--- src/hdl/bsa_pkg.sv ---
// Shared types and constants for the bitmap slot allocator.
// Used by bsa_word_scan and bitmap_slot_allocator_unit; no dependencies.
package bsa_pkg;

    localparam int SLOT_W    = 7;
    localparam int COUNT_W   = 8;
    localparam int STATUS_W  = 2;
    localparam int MAP_DEPTH = 128;
    localparam int WORD_W    = 32;
    localparam int BIT_W     = 5;

    typedef enum logic {
        OP_ALLOC = 1'b0,
        OP_FREE  = 1'b1
    } op_t;

    typedef enum logic [STATUS_W-1:0] {
        STATUS_OK         = 2'd0,
        STATUS_FULL       = 2'd1,
        STATUS_NOT_IN_USE = 2'd2
    } status_t;

    typedef enum logic [1:0] {
        ST_IDLE,
        ST_SCAN,
        ST_RESP
    } state_t;

    typedef struct packed {
        logic             found;
        logic [BIT_W-1:0] bit_index;
    } scan_t;

endpackage

--- src/hdl/bsa_word_scan.sv ---
// Lowest-clear-bit search over one bitmap word.
// Depends on bsa_pkg for WORD_W, BIT_W and scan_t.
module bsa_word_scan
    import bsa_pkg::*;
(
    input  logic [WORD_W-1:0] used_word,
    output scan_t             scan
);

    always_comb begin
        scan.found     = 1'b0;
        scan.bit_index = '0;
        for (int b = WORD_W - 1; b >= 0; b--) begin
            if (!used_word[b]) begin
                scan.found     = 1'b1;
                scan.bit_index = BIT_W'(b);
            end
        end
    end

endmodule

--- src/hdl/bitmap_slot_allocator_unit.sv ---
// Top level of the first-fit bitmap slot allocator.
// Depends on bsa_pkg and bsa_word_scan.
//
// Input stream: s_tuser is the operation (allocate or free), s_tdata carries
// the slot to release. Each transfer yields exactly one result transfer on the
// m_ side: m_tuser is the status, m_tdata the granted slot and the free count.
// Allocate walks the in-use bitmap one 32-bit word per cycle through a single
// shared lowest-clear-bit finder, starting at word 0 and stopping at the first
// word holding a free slot (words 0 .. ceil(min(SLOTS,128)/32)-1); it then
// passes through the response state to idle, where the next item can be taken.
// Free and allocate-when-full skip the scan and go straight to the response
// state. The result is loaded into the output register on leaving that state.
// s_tready is low while an item is in work. A result waiting on m_tready sits
// in the output register; the next input is still taken and worked on, and
// only the handoff to the output register waits for the receiver.
// Reset (aresetn low, synchronous) marks every slot free, loads the free count
// with the pool size and drops m_tvalid; the block is ready the next cycle.
module bitmap_slot_allocator_unit
    import bsa_pkg::*;
#(
    parameter int SLOTS = 128
) (
    input  logic                aclk,
    input  logic                aresetn,

    input  logic                s_tvalid,
    output logic                s_tready,
    input  logic [7:0]          s_tdata,   // [6:0] slot_index, [7] zero
    input  logic                s_tuser,   // [0] operation

    output logic                m_tvalid,
    input  logic                m_tready,
    output logic [15:0]         m_tdata,   // [6:0] granted_slot, [14:7] slots_free, [15] zero
    output logic [STATUS_W-1:0] m_tuser    // [1:0] status
);

    localparam int POOL_SLOTS = (SLOTS < MAP_DEPTH) ? SLOTS : MAP_DEPTH;
    localparam int NUM_WORDS  = (POOL_SLOTS + WORD_W - 1) / WORD_W;
    localparam int WIDX_W     = (NUM_WORDS > 1) ? $clog2(NUM_WORDS) : 1;

    state_t               state_reg, state_next;
    logic [WIDX_W-1:0]    word_idx_reg, word_idx_next;
    logic [WORD_W-1:0]    map_reg [NUM_WORDS];
    logic [WORD_W-1:0]    map_next [NUM_WORDS];
    logic [COUNT_W-1:0]   count_reg, count_next;
    status_t              status_reg, status_next;
    logic [SLOT_W-1:0]    grant_reg, grant_next;
    logic                 m_valid_reg, m_valid_next;
    status_t              m_status_reg, m_status_next;
    logic [SLOT_W-1:0]    m_slot_reg, m_slot_next;
    logic [COUNT_W-1:0]   m_free_reg, m_free_next;

    logic                 s_accept;
    logic                 out_free;
    logic [SLOT_W-1:0]    slot_in;
    logic                 in_range;
    logic [WIDX_W-1:0]    free_word;
    logic [BIT_W-1:0]     free_bit;
    logic [WORD_W-1:0]    pad_mask;
    logic [WORD_W-1:0]    scan_word;
    scan_t                scan;

    assign s_tready  = (state_reg == ST_IDLE);
    assign s_accept  = s_tvalid && s_tready;
    assign out_free  = !m_valid_reg || m_tready;
    assign slot_in   = s_tdata[SLOT_W-1:0];
    assign in_range  = (COUNT_W'(slot_in) < COUNT_W'(POOL_SLOTS));
    assign free_word = slot_in[BIT_W +: WIDX_W];
    assign free_bit  = slot_in[BIT_W-1:0];

    // Slots past the pool end read as in use.
    always_comb begin
        for (int b = 0; b < WORD_W; b++) begin
            pad_mask[b] = ((int'(word_idx_reg) * WORD_W + b) >= POOL_SLOTS);
        end
    end

    assign scan_word = map_reg[word_idx_reg] | pad_mask;

    bsa_word_scan u_scan (
        .used_word (scan_word),
        .scan      (scan)
    );

    always_comb begin
        state_next = state_reg;
        unique case (state_reg)
            ST_IDLE: begin
                if (s_accept) begin
                    if (op_t'(s_tuser) == OP_ALLOC && count_reg != '0) begin
                        state_next = ST_SCAN;
                    end else begin
                        state_next = ST_RESP;
                    end
                end
            end
            ST_SCAN: begin
                if (scan.found) begin
                    state_next = ST_RESP;
                end
            end
            ST_RESP: begin
                if (out_free) begin
                    state_next = ST_IDLE;
                end
            end
            default: state_next = ST_IDLE;
        endcase
    end

    always_comb begin
        word_idx_next = word_idx_reg;
        map_next      = map_reg;
        count_next    = count_reg;
        status_next   = status_reg;
        grant_next    = grant_reg;
        m_valid_next  = m_valid_reg && !m_tready;
        m_status_next = m_status_reg;
        m_slot_next   = m_slot_reg;
        m_free_next   = m_free_reg;
        unique case (state_reg)
            ST_IDLE: begin
                if (s_accept) begin
                    word_idx_next = '0;
                    grant_next    = '0;
                    status_next   = STATUS_OK;
                    if (op_t'(s_tuser) == OP_ALLOC) begin
                        if (count_reg == '0) begin
                            status_next = STATUS_FULL;
                        end
                    end else if (in_range && map_reg[free_word][free_bit]) begin
                        map_next[free_word][free_bit] = 1'b0;
                        if (count_reg < COUNT_W'(POOL_SLOTS)) begin
                            count_next = count_reg + COUNT_W'(1);
                        end
                    end else begin
                        status_next = STATUS_NOT_IN_USE;
                    end
                end
            end
            ST_SCAN: begin
                if (scan.found) begin
                    map_next[word_idx_reg][scan.bit_index] = 1'b1;
                    count_next = count_reg - COUNT_W'(1);
                    grant_next = SLOT_W'({word_idx_reg, scan.bit_index});
                end else begin
                    word_idx_next = word_idx_reg + WIDX_W'(1);
                end
            end
            ST_RESP: begin
                if (out_free) begin
                    m_valid_next  = 1'b1;
                    m_status_next = status_reg;
                    m_slot_next   = grant_reg;
                    m_free_next   = count_reg;
                end
            end
            default: ;
        endcase
    end

    always_ff @(posedge aclk) begin
        if (!aresetn) begin
            state_reg   <= ST_IDLE;
            count_reg   <= COUNT_W'(POOL_SLOTS);
            m_valid_reg <= 1'b0;
            for (int w = 0; w < NUM_WORDS; w++) begin
                map_reg[w] <= '0;
            end
        end else begin
            state_reg   <= state_next;
            count_reg   <= count_next;
            m_valid_reg <= m_valid_next;
            map_reg     <= map_next;
        end
    end

    always_ff @(posedge aclk) begin
        word_idx_reg <= word_idx_next;
        status_reg   <= status_next;
        grant_reg    <= grant_next;
        m_status_reg <= m_status_next;
        m_slot_reg   <= m_slot_next;
        m_free_reg   <= m_free_next;
    end

    assign m_tvalid = m_valid_reg;
    assign m_tuser  = m_status_reg;
    assign m_tdata  = {1'b0, m_free_reg, m_slot_reg};

    a_count_bound: assert property (@(posedge aclk) disable iff (!aresetn)
        count_reg <= COUNT_W'(POOL_SLOTS))
        else $error("free count above pool size");

    a_scan_has_room: assert property (@(posedge aclk) disable iff (!aresetn)
        state_reg == ST_SCAN |-> count_reg != '0)
        else $error("bitmap scan started with no free slot");

    a_scan_in_map: assert property (@(posedge aclk) disable iff (!aresetn)
        state_reg == ST_SCAN |-> int'(word_idx_reg) < NUM_WORDS)
        else $error("bitmap scan ran past last word");

    a_grant_count: assert property (@(posedge aclk) disable iff (!aresetn)
        state_reg == ST_SCAN && scan.found |=> count_reg == $past(count_reg) - COUNT_W'(1))
        else $error("grant did not take one slot from the count");

    a_full_result: assert property (@(posedge aclk) disable iff (!aresetn)
        m_valid_reg && m_status_reg == STATUS_FULL |-> m_free_reg == '0 && m_slot_reg == '0)
        else $error("full status with nonzero slot or count");

endmodule

--- config.mk ---
export PLATFORM = sky130hd
export DESIGN_NAME = bitmap_slot_allocator_unit
export DESIGN_NICKNAME = d
export VERILOG_FILES = /design/src/hdl/bsa_pkg.sv /design/src/hdl/bsa_word_scan.sv /design/src/hdl/bitmap_slot_allocator_unit.sv
export SDC_FILE = /design/constraint.sdc
export NUM_CORES = 1
export LEC_CHECK = 0
export ABC_AREA = 1
export BUFFER_PORTS_ARGS = -buffer_cell sky130_fd_sc_hd__clkbuf_2
export CORE_ASPECT_RATIO = 1.4
export CORE_MARGIN = 5
export CORE_UTILIZATION = 30
export DETAILED_ROUTE_END_ITERATION = 10
export PLACE_DENSITY = 0.54
export SLEW_MARGIN = 5
export SYNTH_ARGS = -nofsm -noshare
export SYNTH_HDL_FRONTEND = slang
export SYNTH_SLANG_ARGS = --single-unit
--- constraint.sdc ---
create_clock -name aclk -period 3.8 [get_ports aclk]
set_clock_uncertainty 0.1 [all_clocks]
set_input_delay 0.19 -clock aclk [delete_from_list [all_inputs] [get_ports aclk]]
set_output_delay 0.19 -clock aclk [all_outputs]
set_load 0.005 [all_outputs]
Yosys cells after proc, flatten, opt, wreduce, memory -nomap -nowiden:

Cells that the tools add are included.

* logic and storage cells: 200
* register bits after elaboration: 167
* output and inout bits: 20

* reduce and logical (&&, ||, !) cells: 21
* bitwise operators: 7
* muxes and demuxes: 75
* equal/unequal tests: 9
* add/sub/neg operators: 34
* $lt $le $gt $ge: 41

Operator list (number)
* $mux W128: 4
* $pmux W128 S2: 1
* $ge A8 B8 Y1 const B: 31
* $mux W32: 6
* $mux W6: 32
* $add A7 B5 Y8 const B: 16
* $and A128 B128 Y128: 1
* $bmux W32 S2: 2
* $demux W32 S2: 2
* $not A128 Y128: 1
* $or A128 B128 Y128: 1
* $add A7 B4 Y8 const B: 8
* $mux W8: 5
* $add A7 B3 Y8 const B: 4
* $or A32 B32 Y32: 1
* $add A7 B2 Y8 const B: 2
* $mux W2: 8
* $pmux W8 S2: 1
* $mux W7: 2
* $pmux W7 S2: 1
* $lt A5 B6 Y1 const B: 2
* $demux W1 S5: 2
* $ge A5 B1 Y1 const B: 2
* $reduce_and A3 Y1: 3
* other kinds (28): 49

Depth between registers and ports, before layout:

Gate-level depths: netlist of run 1.

* depth in word-level cells: 46
* mapped depth: 40

Modules after synthesis:

Synthesis of run 1 repeated with hierarchy kept, for this count alone.

* cells, all modules: 2017
* area total of the unflattened synthesis: 11883.9 um^2

Modules (own cells, without submodules)
* bitmap_slot_allocator_unit: area each 11544.8 um^2, cells each 1939, times used 1
* bsa_word_scan: area each 339.1 um^2, cells each 78, times used 1

Worst setup path before layout of run 1:

OpenSTA, ideal clock, no wires.

* path kind: flip-flop to flip-flop
* start point: register word_idx_reg[0]
* end point: register map_reg[76] (netlist name)
* cell stages (with the launch flop): 23
* path slack: 0.723 ns
* arrival time: 2.908 ns
* buffers on the path: 7
* required time: 3.630 ns
* clock period less this slack: 3.077 ns
* cells stage by stage: edfxtp_1 buf_6 inv_4 buf_8 buf_6 buf_6 buf_6 buf_4 nand2_1 a32oi_1 nor2_1 inv_1 nor2_1 nand4_2 o21ai_2 nor2_4 nand3_2 inv_2 nand2_2 inv_2 buf_4 nand4_1 a21oi_1

* word-level cells in the longest chain between the ends: 46
* elaborated cells on any way between the ends: 115
* those cells by class: add/sub (31); order compare (36); eq/ne (1); mux (41); bitwise (3); reduce/logical (3)

Ends and longest elaborated chain
* start: declaration: line bitmap_slot_allocator_unit.sv:42 `logic [WIDX_W-1:0] word_idx_reg, word_idx_next;`
* start signal: assignment: line bitmap_slot_allocator_unit.sv:179 `word_idx_reg <= word_idx_next;`
* parallel branches: the longest is 46 deep, another holds $add A7 B5 Y8
* end signal: assignment: line bitmap_slot_allocator_unit.sv:174 `map_reg <= map_next;`
* end: declaration: line bitmap_slot_allocator_unit.sv:43 `logic [WORD_W-1:0] map_reg [NUM_WORDS];`

Several ways; the timed one is not identified. The select of a mux whose other input is x is not followed.
A chain may end at the register's enable or synchronous reset.

Worst setup path after layout of run 1:

* start point: register word_idx_reg[0]
* end point: register map_reg[40] (netlist name)

The elaborated chain is that of the path after synthesis.

==> run summary, run 1 <==
The flip-flop and latch area came out at 0.003623 sq mm. Of all cell types, the one taking the most synthesized area is dfxtp_1. Counting both buffers and inverters, the worst setup path holds a total of 6. The H-tree generated during clock tree synthesis spans 4 levels.

The compound-gate portion of the synthesized area came out at 27.72%. At the pin with the least slew margin, the transition time is 0.8708 ns. The height of the die came out at 236.1 um. After synthesis, the most frequently instantiated cells are 272 x nor2_1, 215 x nand2_1, 187 x a21oi_1.

The mean number of vias per cell is 5.606. The path class of the tightest hold or removal check is input port to flip-flop. The maximum number of pins on one net before global-route repair is 73. In this run the power density over the cells is 360.8 mW/mm^2.

The highest clock frequency the design can meet came out at 267.4 MHz. After synthesis, the largest family of logic cells by area is compound AO/OA/AOI/OAI gates. Counting along the longest clock path gives a buffer depth of 2. The share of cells above drive strength 1 came out at 14.97%. The slowest stage of the critical path is the a32oi_1 cell.

The count of cell instances traversed by the critical path is 29. The number of fillers in the final layout came out at 3824. The worst setup path is launched from a flip-flop. The most common cell type on the critical path is nand2_1. The number of endpoints with negative hold slack in the final report is 0.

The post-synthesis instance area came out at 0.01095 sq mm. The number of flip-flops in the largest register came out at 128. TritonCTS built the clock tree. The count of mapped cells out of synthesis came out at 1616. The critical-path maximum fanout is 16.

The area of the placeable core is 0.03591 sq mm. CTS placed an instance of clkbuf_16 at the clock tree root. The average instance in the mapped netlist occupies 6.779 sq um.

The analysis attributes to cell leakage a power of 0.005030 uW. The count of cells in the finished layout, fillers not included, comes to 2139. After detailed routing, the total wire length is 42990 um.

The number of max-slew violations in the final report is 0. Buffers inserted during clock tree synthesis total 17. The average wire length per cell after detail routing is 20.10 um. Yosys mapped a number of flops with a built-in enable equal to 28. The area of combinational cells with multiple inputs came out at 0.006165 sq mm. The post-route DRC violation count came out at 0. The run finished with clean final reports. The die covers 0.04049 sq mm. The number of core rows came out at 82.

Setup violations remaining at the end of the flow were counted as 0. The design draws 4687 uW. IR analysis of the VDD net gives a maximum drop of 324.2 uV. In this run the critical register-to-register path is launched from word_idx_reg[0].

The endpoint of the worst-slack reg-to-reg timing path is map_reg[40]. The number of violations of the max-capacitance limit came out at 0. Routability-driven placement finished with a final weighted congestion of 0.9468. The termination of the worst setup path is map_reg[40]. Setup repair after global routing could not meet its margin everywhere. The clock net sink count is 167. The first global-routing pass estimated 64610 um of wire. The XOR/XNOR share of the synthesized area is 0.3998%. Counting every net in the synthesized netlist gives 1640. The initial core utilization is 30.51%. STA classifies the critical path endpoint as a flip-flop.

The critical path in this run is classified as flip-flop to flip-flop. The count of nets after finishing came out at 1688. The setup check on the worst reg-to-reg path leaves a slack of 0.06 ns. The number of nets with antenna violations after routing is 0. The setup TNS is 0 ns.

The clock latency on the worst-skew pair is 0.47 ns. In this run the tightest slew margin relative to its limit is 41.95%. The vias after detailed routing came out at 11.99k. The initial antenna violation count is 0. 0 antenna diodes ended up in the layout. The port buffer count is 30.

Tracing the worst setup path back leads to its startpoint at word_idx_reg[0]. The count of warnings emitted by yosys is 0. Among all cell types in the netlist, the one instantiated most often is nor2_1. The biggest cell delay along the critical path came out at 0.46 ns. The proportion of synthesized area in mux cells is 0%. The setup slack after layout is 0.06062 ns. The detailed router finished its first iteration with 1360 violations. The number of global-route vias before repair is 11.20k. The final clock period utilization by the worst path came out at 98.40%.

The setup slack at placement came out at 0.07302 ns. The basic-gate share of the synthesized area counting and, or, nand and nor cells is 25.75%. Yosys attributes the largest share of cell area to dfxtp_1 25%, nor2_1 9.3%, a21oi_1 8.5%, edfxtp_1 7.7%, nand2_1 7.4%. After clock tree synthesis, the clock-pin slew on the worst setup and hold paths is 0.07 ns. The total iterations of the first detailed-routing run is 7.

After synthesis, the netlist uses 53 different library cells. The sequential element share of the synthesized area came out at 33.08%. The number of placed instances with taps included is 2086. The total congestion overflow after global routing is 0.

The async set-or-reset flop fraction in the synthesized netlist is 0%. The area share of the leading cell type in the synthesized netlist came out at 25.40%. Once layout is done, the placed cells without fillers occupy 0.01299 sq mm.

Data on the critical path arrives at its endpoint at 4.02 ns. The shortest period the worst path allows came out at 3.739 ns. 33 I/O pins were placed. The required time of the worst setup path is 4.08 ns. The area growth from synthesis to layout is 18.58%. Summing the areas of all fa, ha and maj instances in the mapped netlist gives 1.325% of the synthesized area. The number of cells on the worst reg-to-reg path is 29. In the synthesized netlist the dominant register cell turns out to be dfxtp_1. On the critical path the largest part of the delay comes from simple AND/OR/NAND/NOR gates.

The instance area at placement is 0.01206 sq mm. The post-synthesis register bit count came out at 167. The final HPWL from detailed placement came out at 28470 um. In the global route stage, overall resource usage came out at 20.28%. The die is 171.5 um wide.
==> placed cells by master (no fill, tap or decap), types with 4 or more instances in the layout <==
master	synthesis	routed
o22ai_1	35	35
o31ai_1	72	72
nor3_1	6	6
inv_2	14	14
o221ai_1	10	10
a21oi_1	187	186
clkbuf_16	0	21
inv_1	155	155
nand4_1	76	76
a22oi_1	9	8
buf_4	9	79
nand4_4	5	5
clkinv_4	0	6
nor2_4	7	10
dfxtp_1	139	139
inv_6	0	4
a221oi_1	9	9
nand3_1	14	10
o21ai_0	154	153
a32oi_1	18	18
nand3_2	2	5
edfxtp_1	28	28
ha_1	10	10
buf_12	1	24
nand2_2	7	12
clkbuf_2	0	29
nand2_1	215	210
nor2_2	6	15
o21ai_1	9	9
nor2_1	272	260
buf_6	10	5
==> tightest hold or removal path, cell delays in order <==
cell and delay, ns:
clkbuf_2 0.10, inv_1 0.07, nor2_1 0.06
==> cells by family after synthesis <==
family | Yosys count
XOR/XNOR | 5
flip-flops | 167
AO/OA/AOI/OAI | 519
buffers and inverters | 287
other | 1
adder cells (fa/ha/maj) | 11
AND/OR/NAND/NOR | 626
==> per-layer routing <==
layer	global-route usage, %	share of wire, %	vias up
met1	26.01	41	5636
met5	0	0	-
met4	11.43	5.9	0
met2	31.89	47	539
li1	-	-	5670
met3	3.551	6.6	146
==> worst min path at each step <==
stage	start	end	slack [ns]	cells past startpoint
after floorplan	s_tuser	status_reg[1]	0.26	2
after global placement	status_reg[1]	m_tuser[1]	0.30	0
after detailed placement	status_reg[0]	m_tuser[0]	0.31	0
after CTS	s_tvalid	status_reg[1]	0.02	3
after global routing	s_tvalid	status_reg[0]	0.04	3
final	s_tvalid	status_reg[1]	0.04	3
==> what timing repair did <==
item / CTS / global route
endpoints found under the setup margin: 0 / 114
hold buffers: 2 / 0
endpoints found under the hold margin: 4 / 0
setup buffers: 0 / 14
resized for setup: 0 / 36
==> report_power, final <==
| group | total [uW] | internal (uW) | leakage [uW] | switching (uW) |
|---|---|---|---|---|
| Sequential | 1840 | 1830 | 0.00139 | 13.2 |
| Combinational | 1090 | 369 | 0.00335 | 724 |
| Clock | 1750 | 918 | 0.000288 | 830 |
| Total | 4690 | 3120 | 0.00503 | 1570 |
==> per-stage QoR <==
stage / utilization (%) / hold WS, ns
global placement: 33.57 / 0.3015
floorplan: - / 0.2626
CTS: 35.22 / 0.01625
global route: 36.17 / 0.04029
detailed placement: 33.57 / 0.3062
finish: 36.17 / 0.03926
==> cell type report <==
type | instances | area share, %
multi-input combinational | 1162 | 47.46
inverter | 172 | 5.028
clock buffer | 17 | 3.275
timing repair inverter | 1 | 0.03853
clock inverter | 15 | 1.117
tap | 462 | 4.450
sequential | 167 | 27.89
timing repair buffer | 143 | 10.74
Power figures use the tool's default switching activity.
==> run 2, diff against run 1 <==
--- a/config.mk
+++ b/config.mk
@@ -11,7 +11,6 @@
 export CORE_MARGIN = 5
 export CORE_UTILIZATION = 30
 export DETAILED_ROUTE_END_ITERATION = 10
-export PLACE_DENSITY = 0.54
 export SLEW_MARGIN = 5
 export SYNTH_ARGS = -nofsm -noshare
 export SYNTH_HDL_FRONTEND = slang
==> run 2 against run 1 <==
- sequential share of layout area increased by 0.40 points
- global-route usage is 0.64 points lower
- hold slack better by 0.0049 ns
- setup slack better by 0.13 ns
- wire length shrank 3.6%
- non-clock buffer count down 14
- register-to-register slack better by 0.13 ns
- die area stayed put
- power fell by 0.52%
- via count is 0.26% higher
- critical path type unchanged
==> run summary, run 2 (synthesis results as in run 1) <==
The relative slew slack came out at 39.67%. The port buffer count came out at 30. At the pin with the least slew margin, the transition time is 0.9049 ns. The flow ran to the end, and the final reports show no timing, DRC or antenna violations. The boundary pin count is 33. The critical-path maximum fanout is 10.

In the final layout, the share of cells above drive strength 1 is 14.00%. For this block, the routed nets add up to 41430 um of wire. The number of endpoints with negative hold slack in the final report came out at 0. The biggest cell delay along the critical path is 0.41 ns. The height of the die came out at 236.1 um. The number of max-slew violations in the final report came out at 0.

The layout overhead on the synthesized area is 16.92%. At the worst endpoint, the arrival time is 3.90 ns. Cell internal power was estimated by the tool at 3145 uW. Entering global routing, the biggest net connects 78 pins. Leaving out fill and tap cells, the most frequent cells in the layout are 264 x nor2_1, 212 x nand2_1, 182 x a21oi_1, 154 x inv_1, 154 x o21ai_0. The mean number of vias per cell is 5.655. TritonCTS built the clock tree.

The number of fillers in the final layout is 3783. The count of nets after finishing is 1675. The number of global-route vias before repair came out at 11.25k. The total congestion overflow after global routing is 0. The shortest period the worst path allows came out at 3.610 ns. The setup slack after layout came out at 0.1901 ns.

For this run, the total global-route usage over all layers was measured as 19.64%. The vias after detailed routing is 12.02k. The power per cell area came out at 364.1 mW/mm^2. The kind of cell with the highest combined delay on the critical path is simple AND/OR/NAND/NOR gates. The critical-path cell with the highest stage delay is a32oi_1. The final HPWL from detailed placement is 26440 um. The tree is rooted in a clkbuf_16. The routability-driven placement congestion ratio is 0.9803. The number of DRC markers in iteration 0 is 1480. After clock tree synthesis, the clock-pin slew on the worst setup and hold paths is 0.07 ns. Once the floorplan was initialized, standard cells occupied 30.51% of the core. The signal on the critical path passes through buf_6 > clkinv_2 > buf_4 > buf_4 > or2_0 > a32oi_1 > nor2_1 > inv_2 > nor2_1 > nand2_1 > nor2_1 > o21ai_1 > nand2_1 > nor2_4 > nand4_1 > nor2_1 > nor2_1 > nor2_1. The commonest non-fill, non-tap cell in the layout is nor2_1. Overall power consumption after layout is estimated at 4663 uW. In this run switching power makes up 32.55% of total power. The highest clock frequency the design can meet came out at 277.0 MHz.

The number of nets with antenna violations after routing came out at 0. The number of core rows is 82. Setup repair after global routing could not meet its margin everywhere. The total iterations of the first detailed-routing run came out at 7. Cells fill 35.67% of the core in the end.

The die is 171.5 um wide. For this run, design rule violations remaining after detail routing come to 0. In the final routed layout, each cell accounts on average for 19.49 um. In this run the deepest clock path goes through 2 buffers. The tool flagged a number of max-cap violations equal to 0. The area of the placeable core is 0.03591 sq mm.

The most numerous cell type found on the critical path is nor2_1. STA classifies the critical path endpoint as a flip-flop. The setup slack at placement is 0.1748 ns.

For this design the total switching power over the nets is 1518 uW. The worst supply voltage drop on vdd is 338.5 uV. The clock net sink count is 167. The min-delay analysis places its worst path in the category input port to flip-flop. In this run, the combinational gates consume 22.7% of the power.

The full die area came out at 0.04049 sq mm. The power share of the clock group is 37.8%. The required time of the worst setup path is 4.09 ns.

The total inserted antenna cells came out at 0. The initial antenna violation count is 1. The worst path uses 95.00% of the clock period. The number of flip-flops in the largest register is 128. The number of buffer and inverter instances along the worst setup path is 5.

The sequential group share of total power is 39.6%. For the worst-skew pair, the clock arrives at the later sink with an insertion delay of 0.46 ns. The deepest level of the CTS H-tree came out at 4. The static leakage came out at 0.004911 uW. Counting the buffers created by CTS gives 17.

The path type of the worst setup path is flip-flop to flip-flop. The element type at the critical path start is a flip-flop. The first global-routing pass estimated 63080 um of wire. The final count of negative-setup-slack endpoints came out at 0.
==> run 2: cell count changes in the layout (fill, tap and decap cells not counted), moves of 4 or more <==
cell     delta
buf_4      -11
buf_12      -6
a21oi_1     -4
nor2_1      +4
a21oi_2     +4
==> run 2: worst paths after layout <==
path / startpoint / end / slack [ns] / depth (start not counted)
setup / recovery: word_idx_reg[0] / map_reg[6] / 0.19 / 18
hold / removal: s_tvalid / status_reg[1] / 0.04 / 3
setup reg to reg: word_idx_reg[0] / map_reg[6] / 0.19 / 18
hold reg to reg: grant_reg[4] / m_slot_reg[4] / 0.32 / 0
==> run 2: per-layer routing <==
metal | track usage [%] | vias to the layer above | part of all wire, %
met4 | 10.40 | 2 | 6.1
met1 | 24.78 | 5571 | 38
met3 | 3.752 | 164 | 9.0
li1 | - | 5645 | -
met5 | 0 | - | 0.019
met2 | 31.46 | 640 | 47
==> run 2: metrics by stage <==
stage	hold slack (ns)	TNS, ns	area (sq um)	std cells
floorplan	0.2626	0	10950	1616
global placement	0.3014	0	11820	2065
detailed placement	0.3056	0	11820	2065
CTS	0.02579	0	12420	2099
global route	0.06992	-6.057	12810	2126
finish	0.04416	0	12810	2126
==> run 2: what timing repair did <==
item | CTS | global route
setup endpoints to repair | 0 | 101
hold buffers | 2 | 0
gates resized for setup | 0 | 38
setup buffers | 0 | 23
hold endpoints to repair | 4 | 0
==> run 2: final cells by class <==
class,count,area (sq um),share of cell area (%)
timing repair buffer,129,1206,9.418
multi-input combinational,1162,6155,48.06
sequential,167,3623,28.29
timing repair inverter,2,11.26,0.08792
inverter,172,653.1,5.100
clock inverter,15,155.1,1.211
tap,462,578.1,4.513
clock buffer,17,425.4,3.322
==> run 2: worst min-delay path, cell delays in order <==
cell and delay, ns:
clkbuf_2 0.10, inv_1 0.07, nor2_1 0.07
==> run 2: power groups by stage <==
stage	Combinational (uW)	Clock, uW	Sequential [uW]
global route	1120	1860	1850
global placement	938	0	1880
floorplan	616	0	1880
CTS	950	1800	1850
finish	1060	1760	1840
detailed placement	946	0	1890
